### config.mk
export PLATFORM = sky130hd
export DESIGN_NAME = scanline_timing_status_unit
export DESIGN_NICKNAME = d
export VERILOG_FILES = /design/src/sts_pkg.sv /design/src/scanline_timing_status_unit.sv /design/src/sts_step.sv
export SDC_FILE = /design/constraint.sdc
export NUM_CORES = 1
export LEC_CHECK = 0
export BUFFER_PORTS_ARGS = -buffer_cell sky130_fd_sc_hd__buf_2
export CORE_AREA = 2 2 126 97
export CTS_CLUSTER_DIAMETER = 60
export CTS_CLUSTER_SIZE = 25
export DETAILED_ROUTE_END_ITERATION = 10
export DIE_AREA = 0 0 128 99
export PLACE_DENSITY = 0.92
export SLEW_MARGIN = 20
export SYNTH_ARGS = -nofsm -noshare
export SYNTH_HDL_FRONTEND = slang
export SYNTH_SLANG_ARGS = --single-unit
### constraint.sdc
create_clock -name clk -period 6.52 [get_ports clk]
set_clock_uncertainty 0.15 [all_clocks]
set_input_delay 0.652 -clock clk [delete_from_list [all_inputs] [get_ports clk]]
set_output_delay 0.652 -clock clk [all_outputs]
set_load 0.005 [all_outputs]
### src/sts_pkg.sv
package sts_pkg;

  // Status word bit positions
  localparam int unsigned ST_VBLANK    = 0;
  localparam int unsigned ST_HBLANK    = 1;
  localparam int unsigned ST_MATCH     = 2;
  localparam int unsigned ST_VBLANK_IE = 3;
  localparam int unsigned ST_HBLANK_IE = 4;
  localparam int unsigned ST_MATCH_IE  = 5;

  // Bits of the status word that survive a software write
  localparam logic [15:0] KEEP_ON_WRITE = 16'h0007;
  // Line counter after reset (start line with no boot code)
  localparam logic [7:0]  START_LINE    = 8'h7E;

  // Input word kinds
  typedef enum logic {
    KIND_BOUNDARY = 1'b0,
    KIND_WRITE    = 1'b1
  } sts_kind_t;

  typedef struct packed {
    logic [0:0]  kind;
    logic [15:0] write_value;
  } sts_in_t;

  typedef struct packed {
    logic [7:0]  line;
    logic [15:0] status;
    logic        vblank_irq;
    logic        hblank_irq;
    logic        irq_line_match;
    logic        render_line;
    logic        finish_frame;
    logic        dma_hblank;
    logic        dma_vblank;
    logic        frame_start;
    logic        frame_end;
    logic [31:0] frame_number;
  } sts_out_t;

  // Timing state carried from one word to the next
  typedef struct packed {
    logic [7:0]  line_count;
    logic [15:0] status_word;
    logic        in_hblank_phase;
    logic [7:0]  skip_countdown;
    logic [31:0] frames_done;
  } sts_state_t;

endpackage

### src/scanline_timing_status_unit.sv
// An accepted word is held in the input register until the result register is free or
// draining, and then loads the result register, which raises out_valid.
// Throughput: one word per cycle while out_ready stays high; the state update is one
// short pass of logic from the input register, fed back into the timing state registers.
// Reset (rst_n low, synchronous): both stages empty, line 126, status zero,
// next boundary starts hblank, skip countdown, frame count and frames_to_skip zero.
module scanline_timing_status_unit #(
  parameter int unsigned VISIBLE_LINES = 160,
  parameter int unsigned TOTAL_LINES   = 228
) (
  input  logic                clk,
  input  logic                rst_n,
  input  logic                in_valid,
  output logic                in_ready,
  input  sts_pkg::sts_in_t    in_data,
  output logic                out_valid,
  input  logic                out_ready,
  output sts_pkg::sts_out_t   out_data,
  input  logic                cfg_valid,
  output logic                cfg_ready,
  input  logic [7:0]          cfg_data
);

  logic                in_valid_r;
  sts_pkg::sts_in_t    in_word_r;
  logic                out_valid_r;
  sts_pkg::sts_out_t   out_word_r;
  sts_pkg::sts_state_t st_r;
  sts_pkg::sts_state_t st_nxt;
  sts_pkg::sts_out_t   res;
  logic [7:0]          skip_cfg_r;
  logic                adv;

  // Handshake: the input stage moves on when the result register is free or draining
  assign adv       = in_valid_r && (!out_valid_r || out_ready);
  assign in_ready  = !in_valid_r || adv;
  assign cfg_ready = 1'b1;
  assign out_valid = out_valid_r;
  assign out_data  = out_word_r;

  sts_step #(
    .VISIBLE_LINES (VISIBLE_LINES),
    .TOTAL_LINES   (TOTAL_LINES)
  ) u_step (
    .st             (st_r),
    .item           (in_word_r),
    .frames_to_skip (skip_cfg_r),
    .st_nxt         (st_nxt),
    .res            (res)
  );

  // Control and timing state
  always_ff @(posedge clk) begin
    if (!rst_n) begin
      in_valid_r            <= 1'b0;
      out_valid_r           <= 1'b0;
      skip_cfg_r            <= 8'd0;
      st_r.line_count       <= sts_pkg::START_LINE;
      st_r.status_word      <= 16'd0;
      st_r.in_hblank_phase  <= 1'b0;
      st_r.skip_countdown   <= 8'd0;
      st_r.frames_done      <= 32'd0;
    end else begin
      if (in_ready) begin
        in_valid_r <= in_valid;
      end
      if (adv) begin
        out_valid_r <= 1'b1;
        st_r        <= st_nxt;
      end else if (out_ready) begin
        out_valid_r <= 1'b0;
      end
      if (cfg_valid) begin
        skip_cfg_r <= cfg_data;
      end
    end
  end

  // Payload registers
  always_ff @(posedge clk) begin
    if (in_valid && in_ready) begin
      in_word_r <= in_data;
    end
    if (adv) begin
      out_word_r <= res;
    end
  end

  // Checks
  a_frame_end_line: assert property (@(posedge clk) disable iff (!rst_n)
    out_valid_r && out_word_r.frame_end |->
      out_word_r.status[sts_pkg::ST_VBLANK] && out_word_r.line == 8'(VISIBLE_LINES))
    else $error("frame end reported off the first vblank line");

  a_frame_start_line: assert property (@(posedge clk) disable iff (!rst_n)
    out_valid_r && out_word_r.frame_start |-> out_word_r.line == 8'd0)
    else $error("frame start reported on a non-zero line");

  a_render_has_dma: assert property (@(posedge clk) disable iff (!rst_n)
    out_valid_r && out_word_r.render_line |-> out_word_r.dma_hblank)
    else $error("line render without hblank DMA");

  a_state_hold: assert property (@(posedge clk) disable iff (!rst_n)
    !adv |=> $stable(st_r))
    else $error("timing state changed without an advancing word");

  a_phase_toggle: assert property (@(posedge clk) disable iff (!rst_n)
    adv && in_word_r.kind == sts_pkg::KIND_BOUNDARY |=>
      st_r.in_hblank_phase != $past(st_r.in_hblank_phase))
    else $error("phase boundary did not toggle the hblank phase");

endmodule

### src/sts_step.sv
module sts_step #(
  parameter int unsigned VISIBLE_LINES = 160,
  parameter int unsigned TOTAL_LINES   = 228
) (
  input  sts_pkg::sts_state_t st,
  input  sts_pkg::sts_in_t    item,
  input  logic [7:0]          frames_to_skip,
  output sts_pkg::sts_state_t st_nxt,
  output sts_pkg::sts_out_t   res
);

  localparam logic [7:0] VIS_LINE  = 8'(VISIBLE_LINES);
  localparam logic [7:0] TOT_LINE  = 8'(TOTAL_LINES);
  localparam logic [7:0] LAST_LINE = 8'(TOTAL_LINES - 1);

  logic [7:0]  line_inc;
  logic [7:0]  line_new;
  logic [15:0] stat;

  // One step of the timing state: status write, hblank start or draw start
  always_comb begin
    st_nxt   = st;
    res      = '0;
    line_inc = st.line_count + 8'd1;
    line_new = (line_inc == TOT_LINE) ? 8'd0 : line_inc;
    stat     = st.status_word;

    unique case (sts_pkg::sts_kind_t'(item.kind))
      sts_pkg::KIND_WRITE: begin
        st_nxt.status_word = (st.status_word & sts_pkg::KEEP_ON_WRITE) | item.write_value;
      end
      sts_pkg::KIND_BOUNDARY: begin
        if (!st.in_hblank_phase) begin
          // hblank start
          st_nxt.in_hblank_phase = 1'b1;
          stat[sts_pkg::ST_HBLANK] = 1'b1;
          if (st.line_count < VIS_LINE) begin
            res.render_line = (st.skip_countdown == 8'd0);
            res.dma_hblank  = 1'b1;
          end
          res.hblank_irq     = stat[sts_pkg::ST_HBLANK_IE];
          st_nxt.status_word = stat;
        end else begin
          // draw start: advance line, then compare and vblank handling
          st_nxt.in_hblank_phase = 1'b0;
          stat[sts_pkg::ST_HBLANK] = 1'b0;
          st_nxt.line_count = line_new;
          if (line_new == stat[15:8]) begin
            stat[sts_pkg::ST_MATCH] = 1'b1;
            res.irq_line_match      = stat[sts_pkg::ST_MATCH_IE];
          end else begin
            stat[sts_pkg::ST_MATCH] = 1'b0;
          end
          priority if (line_new == 8'd0) begin
            res.frame_start = 1'b1;
          end else if (line_new == VIS_LINE) begin
            stat[sts_pkg::ST_VBLANK] = 1'b1;
            res.finish_frame = (st.skip_countdown == 8'd0);
            res.dma_vblank   = 1'b1;
            res.vblank_irq   = stat[sts_pkg::ST_VBLANK_IE];
            res.frame_end    = 1'b1;
            st_nxt.skip_countdown = (st.skip_countdown == 8'd0) ?
                                    frames_to_skip : st.skip_countdown - 8'd1;
            st_nxt.frames_done = st.frames_done + 32'd1;
          end else if (line_new == LAST_LINE) begin
            stat[sts_pkg::ST_VBLANK] = 1'b0;
          end else begin
            stat = stat;
          end
          st_nxt.status_word = stat;
        end
      end
      default: begin
        st_nxt = st;
      end
    endcase

    res.line         = st_nxt.line_count;
    res.status       = st_nxt.status_word;
    res.frame_number = st_nxt.frames_done;
  end

endmodule
# --- After elaboration in Yosys (flattened, before gate mapping) ---
# Cells that the tools add are included.
word_totals:
  reg_bits: 156
  in_bits: 30
  out_inout_bits: 68
  wordCells: 72
classes:
  n_addsub: 3
  order_cmp: 1
  n_eq_ne: 4
  n_mux: 19
  n_bitwise: 7
  n_reduce_logical: 17
ops:
  columns: ["operator", "n"]
  rows:
  - ["32-bit two-way mux", 4]
  - ["32-bit by 1-bit adder with 32-bit output (second input constant)", 1]
  - ["8-bit two-way mux", 4]
  - ["16-bit case mux with 2 select lines", 1]
  - ["8-bit equality test (second input constant)", 3]
  - ["8-bit logical NOT", 2]
  - ["3-bit by 16-bit OR with 16-bit output", 1]
  - ["1-bit two-way mux", 9]
  - ["3-bit OR reduction", 3]
  - ["8-bit by 1-bit adder with 8-bit output (second input constant)", 1]
  - ["8-bit equality test", 1]
  - ["8-bit < comparator (second input constant)", 1]
  - ["8-bit by 1-bit subtractor with 8-bit output (second input constant)", 1]
  - ["1-bit inverter", 6]
  - ["5-bit AND reduction", 1]
  - ["4-bit two-way mux", 1]
  - ["2-bit OR reduction", 2]
  - ["4-bit OR reduction", 1]
  - ["1-bit logical AND", 2]
  - ["1-bit logical NOT", 2]
  - ["1-bit logical OR", 2]
  - ["2-bit AND reduction", 1]
  - ["2-bit nonzero test", 1]

# --- Longest topological paths before layout ---
logic_depth:
  ltp_word: 9
  ltp_mapped: 11
  ltp_nobuf: 8

# --- Modules after synthesis ---
# A second synthesis with hierarchy kept.
hier_totals:
  cells_unflattened: 740
  area_unflattened_um2: 7728.7
by_module_without_submodules:
  columns: ["mod", "n_inst", "cells_per_inst", "area_per_inst_um2", "seq_area_each_um2"]
  rows:
  - ["scanline_timing_status_unit", 1, 403, 5487.8, 3963.8]
  - ["sts_step", 1, 337, 2240.9, 0.0]

# --- Least setup slack after synthesis ---
# No wires, ideal clock.
synth_timing:
  kind: "input to register"
  start: "input port out_ready"
  end: "register out_word_r (netlist bit out_data[0]), enable pin"
  setup_time_ns: 0.453
  t_arrival_ns: 3.202
  required_time_ns: 5.917
  slack_ns: 2.715
  stages: 5
  path_buffers: 2
  path_cell_list: "nor2b_1 nand2b_1 inv_1 clkbuf_1 clkbuf_1"
synth_via:
  elab_chain_len: 2
synth_lines:
  columns: ["element", "line_no", "source"]
  rows:
  - ["start, declared", "scanline_timing_status_unit.sv:17", "input logic out_ready,"]
  - ["1-bit logical OR", "scanline_timing_status_unit.sv:35", "assign adv = in_valid_r && (!out_valid_r || out_ready);"]
  - ["1-bit logical AND", "scanline_timing_status_unit.sv:35", null]
  - ["named net adv", "scanline_timing_status_unit.sv:32", "logic adv;"]
  - ["end signal, assigned", "scanline_timing_status_unit.sv:85", "out_word_r <= res;"]
  - ["end, declared", "scanline_timing_status_unit.sv:27", "sts_pkg::sts_out_t out_word_r;"]
# The timed path passes the listed nets, and every way through them passes these cells.
# A chain may end at the register's enable or synchronous reset.

# --- Worst setup path after layout ---
layout_timing:
  start: "register out_valid_r (netlist: out_valid)"
  end: "register st_r[39] (netlist bit)"
layout_via:
  elab_chain_len: 4
layout_lines:
  columns: ["element", "line_no", "source"]
  rows:
  - ["start, declared", "scanline_timing_status_unit.sv:26", "logic out_valid_r;"]
  - ["start signal, assigned", "scanline_timing_status_unit.sv:56", "out_valid_r <= 1'b0;"]
  - ["start signal, assigned", "scanline_timing_status_unit.sv:68", "out_valid_r <= 1'b1;"]
  - ["start signal, assigned", "scanline_timing_status_unit.sv:71", "out_valid_r <= 1'b0;"]
  - ["1-bit logical NOT", "scanline_timing_status_unit.sv:35", null]
  - ["1-bit logical OR", "scanline_timing_status_unit.sv:35", null]
  - ["1-bit logical AND", "scanline_timing_status_unit.sv:35", null]
  - ["5-bit AND reduction (no source line)", null, null]
  - ["end signal, assigned", "scanline_timing_status_unit.sv:69", "st_r <= st_nxt;"]
  - ["end, declared", "scanline_timing_status_unit.sv:28", "sts_pkg::sts_state_t st_r;"]
# Every way passes these cells.

==> summary.txt <==
Outcome
  • Status: finished, final reports clean

Clock network
  • Clock root buffer: clkbuf_16
  • H-tree Lvls: 4
  • Worst-Skew Late Latency: approximately 0.42 ns
  • Post_cts resized: 0
  • Clock slew at reported path FFs: approximately 0.06 ns
  • Buffers from clock root to sink, at most: 2
  • Hold buffers post-CTS: 0
  • CTS tree: yes
  • Num Clock Sinks: 156
  • Setup Fix Bufs, Post-CTS: 0
  • CTS buffer count: 17

Finish
  • Most common cell after layout, fill and taps aside: buf_2
  • Layout net count: between 700 and 800
  • Syn-to-layout area delta: 16.5%
  • Share of layout cells above drive strength 1: 20.7%
  • Register area: between 3000 and 4000 µm²
  • Fill count: roughly 770
  • Most frequent cells in the layout: 96 x buf_2, 81 x edfxtp_1, 79 x nand2_1, 75 x dfxtp_1, 70 x nor2_1
  • Multi-input logic area: 2830 µm²
  • N_diodes: 0

Floorplan
  • Die width: 128 µm
  • Initial cell density of the core: between 60% and 70%
  • Rows: 34
  • Die H: 99 µm
  • I/O pin count: just under 100
  • Die ar.: roughly 13000 µm²
  • Core area: 11400 µm²

STA
  • Worst slew margin: 21.2%
  • Setup TNS: 0 ns
  • Final worst slack: 2.30 ns
  • Share of the clock period used by the worst path: between 60% and 70%
  • Final min period: 4.22 ns
  • Fin. Hold Viols: 0
  • Worst slew pin tran: about 1.2 ns
  • Final setup fails: 0
  • Fmax: ~240 MHz
  • Slew Viols, Final: 0
  • RSZ-0062 raised after global routing: no

Min path
  • Hold_sp: in_data[3]
  • Hold Path End: in_word_r[3]
  • HP Class: in -> reg
  • Hold path cells: 1

Placement
  • Place WS: 1.88 ns
  • DP Wirelength: just over 10000 µm
  • Port bufs: 96
  • GP Congestion: about 0.94

Logic synthesis
  • Post-synth EDFFs: around 80
  • Ys flop type: edfxtp_1
  • Async set or reset register ratio after synthesis: 0%
  • Yosys cell types: 59
  • Post-synthesis register bit count: approximately 160
  • Mapped Area: roughly 7000 µm²
  • Post-Syn Instances: 671
  • Synth top area share: about a third
  • Syn_area_per_cell: roughly 10 µm²
  • Syn Nets: between 700 and 800
  • Seq/Total Area, Yosys: 56.4%
  • Post-synth top area cell: edfxtp_1
  • Ys Warns: 0
  • Synth area leaders: edfxtp_1 35%, dfxtp_1 22%, nand2_1 4.2%, xnor2_1 4.1%, nor2_1 3.8%

Setup path
  • R2R cell count: 7
  • Worst R2R End: st_r[39]
  • CP Launch Point: out_valid
  • Critical Path Source Type: flop
  • CP Data Arrival Time: roughly 4.3 ns
  • Crit Reg-Reg Startpoint: out_valid
  • Worst Path Max Fanout: 52
  • CP endpoint kind: flop
  • WS Path Type: reg -> reg
  • Worst reg2reg setup slack: 2.30 ns
  • CP required: ~6.6 ns

Global routing
  • Grt total ovfl: 0
  • Pin count of the biggest net entering global routing: 67
  • GRT Total Usage: about a quarter
  • Initial antenna violation count: 0
  • First-pass GRT wire length: roughly 25000 µm
  • Vias in the first global route: ~5000

Drt
  • DRT Pass-1 Iters: 5
  • Vias per std cell: slightly below 6
  • Final wirelength: around 16000 µm
  • Routed length per instance: about 17 µm
  • Final ANT Viol Nets: 0
  • DRC viols: 0
  • Via Count: roughly 5400
  • Detailed Route Iter0 Violations: around 540

Power and ir drop
  • Power Dens Cells: around 280 nW/µm²
  • Worst VDD drop: 0.228 mV
  • Leakage power: slightly above 3 nW

Job
  • Max-cap violation count: 0
==> registers in the layout, indices dropped and copies added (netlist names) <==
signal,flops
st_r,65
out_data,64
in_word_r,17
skip_cfg_r,8
in_valid_r,1
out_valid,1
==> per-layer routing <==
metal	global-route usage [%]	vias up	part of all wire [%]
met5	0	-	0
met1	33.8	2604	42
met2	42.0	228	50
met4	9.47	0	1.7
li1	-	2541	-
met3	4.51	34	6.3
==> layout make-up <==
type,count,area share [%]
Clock buffer,17,5.23
Clock inverter,15,2.71
Inverter,14,0.677
Multi-Input combinational cell,465,34.8
Sequential cell,156,48.4
Tap cell,144,2.22
Timing Repair Buffer,97,6.00
==> metrics by stage <==
stage | cell area, µm² | power (mW) | hold slack, ns | std cells | util (%)
6_report | 8130 | 2.29 | 0.252 | 908 | 71.3
5_1_grt | 8130 | 2.34 | 0.247 | 908 | 71.3
4_1_cts | 8130 | 2.29 | 0.249 | 908 | 71.3
3_5_place_dp | 7490 | 1.23 | 0.296 | 876 | 65.7
3_3_place_gp | 7490 | 1.22 | 0.292 | 876 | 65.7
2_1_floorplan | 6980 | 1.18 | 0.284 | 671 | -
==> logic make-up after synthesis <==
kind of cell,Yosys count,share of synthesized area [%]
AND/OR/NAND/NOR,266,18.7
flip-flops,156,56.4
AO/OA/AOI/OAI,109,9.36
XOR/XNOR,59,7.60
buffers and inverters,50,3.14
multiplexers,24,3.71
adder cells (fa/ha/maj),6,1.08
other,1,0.0537
==> worst max path at each step <==
stage | endpoint | slack [ns]
after floorplan | out_data[0] | 2.71
after global placement | st_r[39] | 2.23
after detailed placement | st_r[39] | 1.88
after CTS | st_r[39] | 2.30
after global routing | st_r[39] | 1.90
final | st_r[39] | 2.30
==> cells in the mapped netlist, types with 3 or more instances <==
library cell,number
edfxtp_1,81
nand2_1,79
dfxtp_1,75
nor2_1,70
a21oi_1,48
o21ai_0,34
xnor2_1,33
xor2_1,25
clkbuf_1,24
nor3_1,22
or3_1,21
mux2_2,15
nand3_1,15
inv_1,14
nand4_1,14
and2_1,10
mux2i_1,9
ha_1,6
a221oi_1,5
a31oi_1,5
and3_1,5
nor3b_1,5
nor4_1,4
a22o_1,3
buf_1,3
buf_2,3
buf_4,3
==> worst max-delay path, cell delays in order (launching register included) <==
cell,delay [ns]
dfxtp_1,0.32
nor2b_1,0.24
nand2b_2,0.85
clkinv_2,1.01
nand3_1,1.03
nor2_1,0.16
a21oi_1,0.20
a311oi_1,0.07
==> where the power goes <==
| part | switching, mW | total, mW | internal (mW) |
|---|---|---|---|
| Clock | 0.402 | 1.08 | 0.679 |
| Combinational | 0.0736 | 0.120 | 0.0466 |
| Sequential | 0.0197 | 1.09 | 1.07 |
No activity file was read; power rests on OpenSTA's default activity.
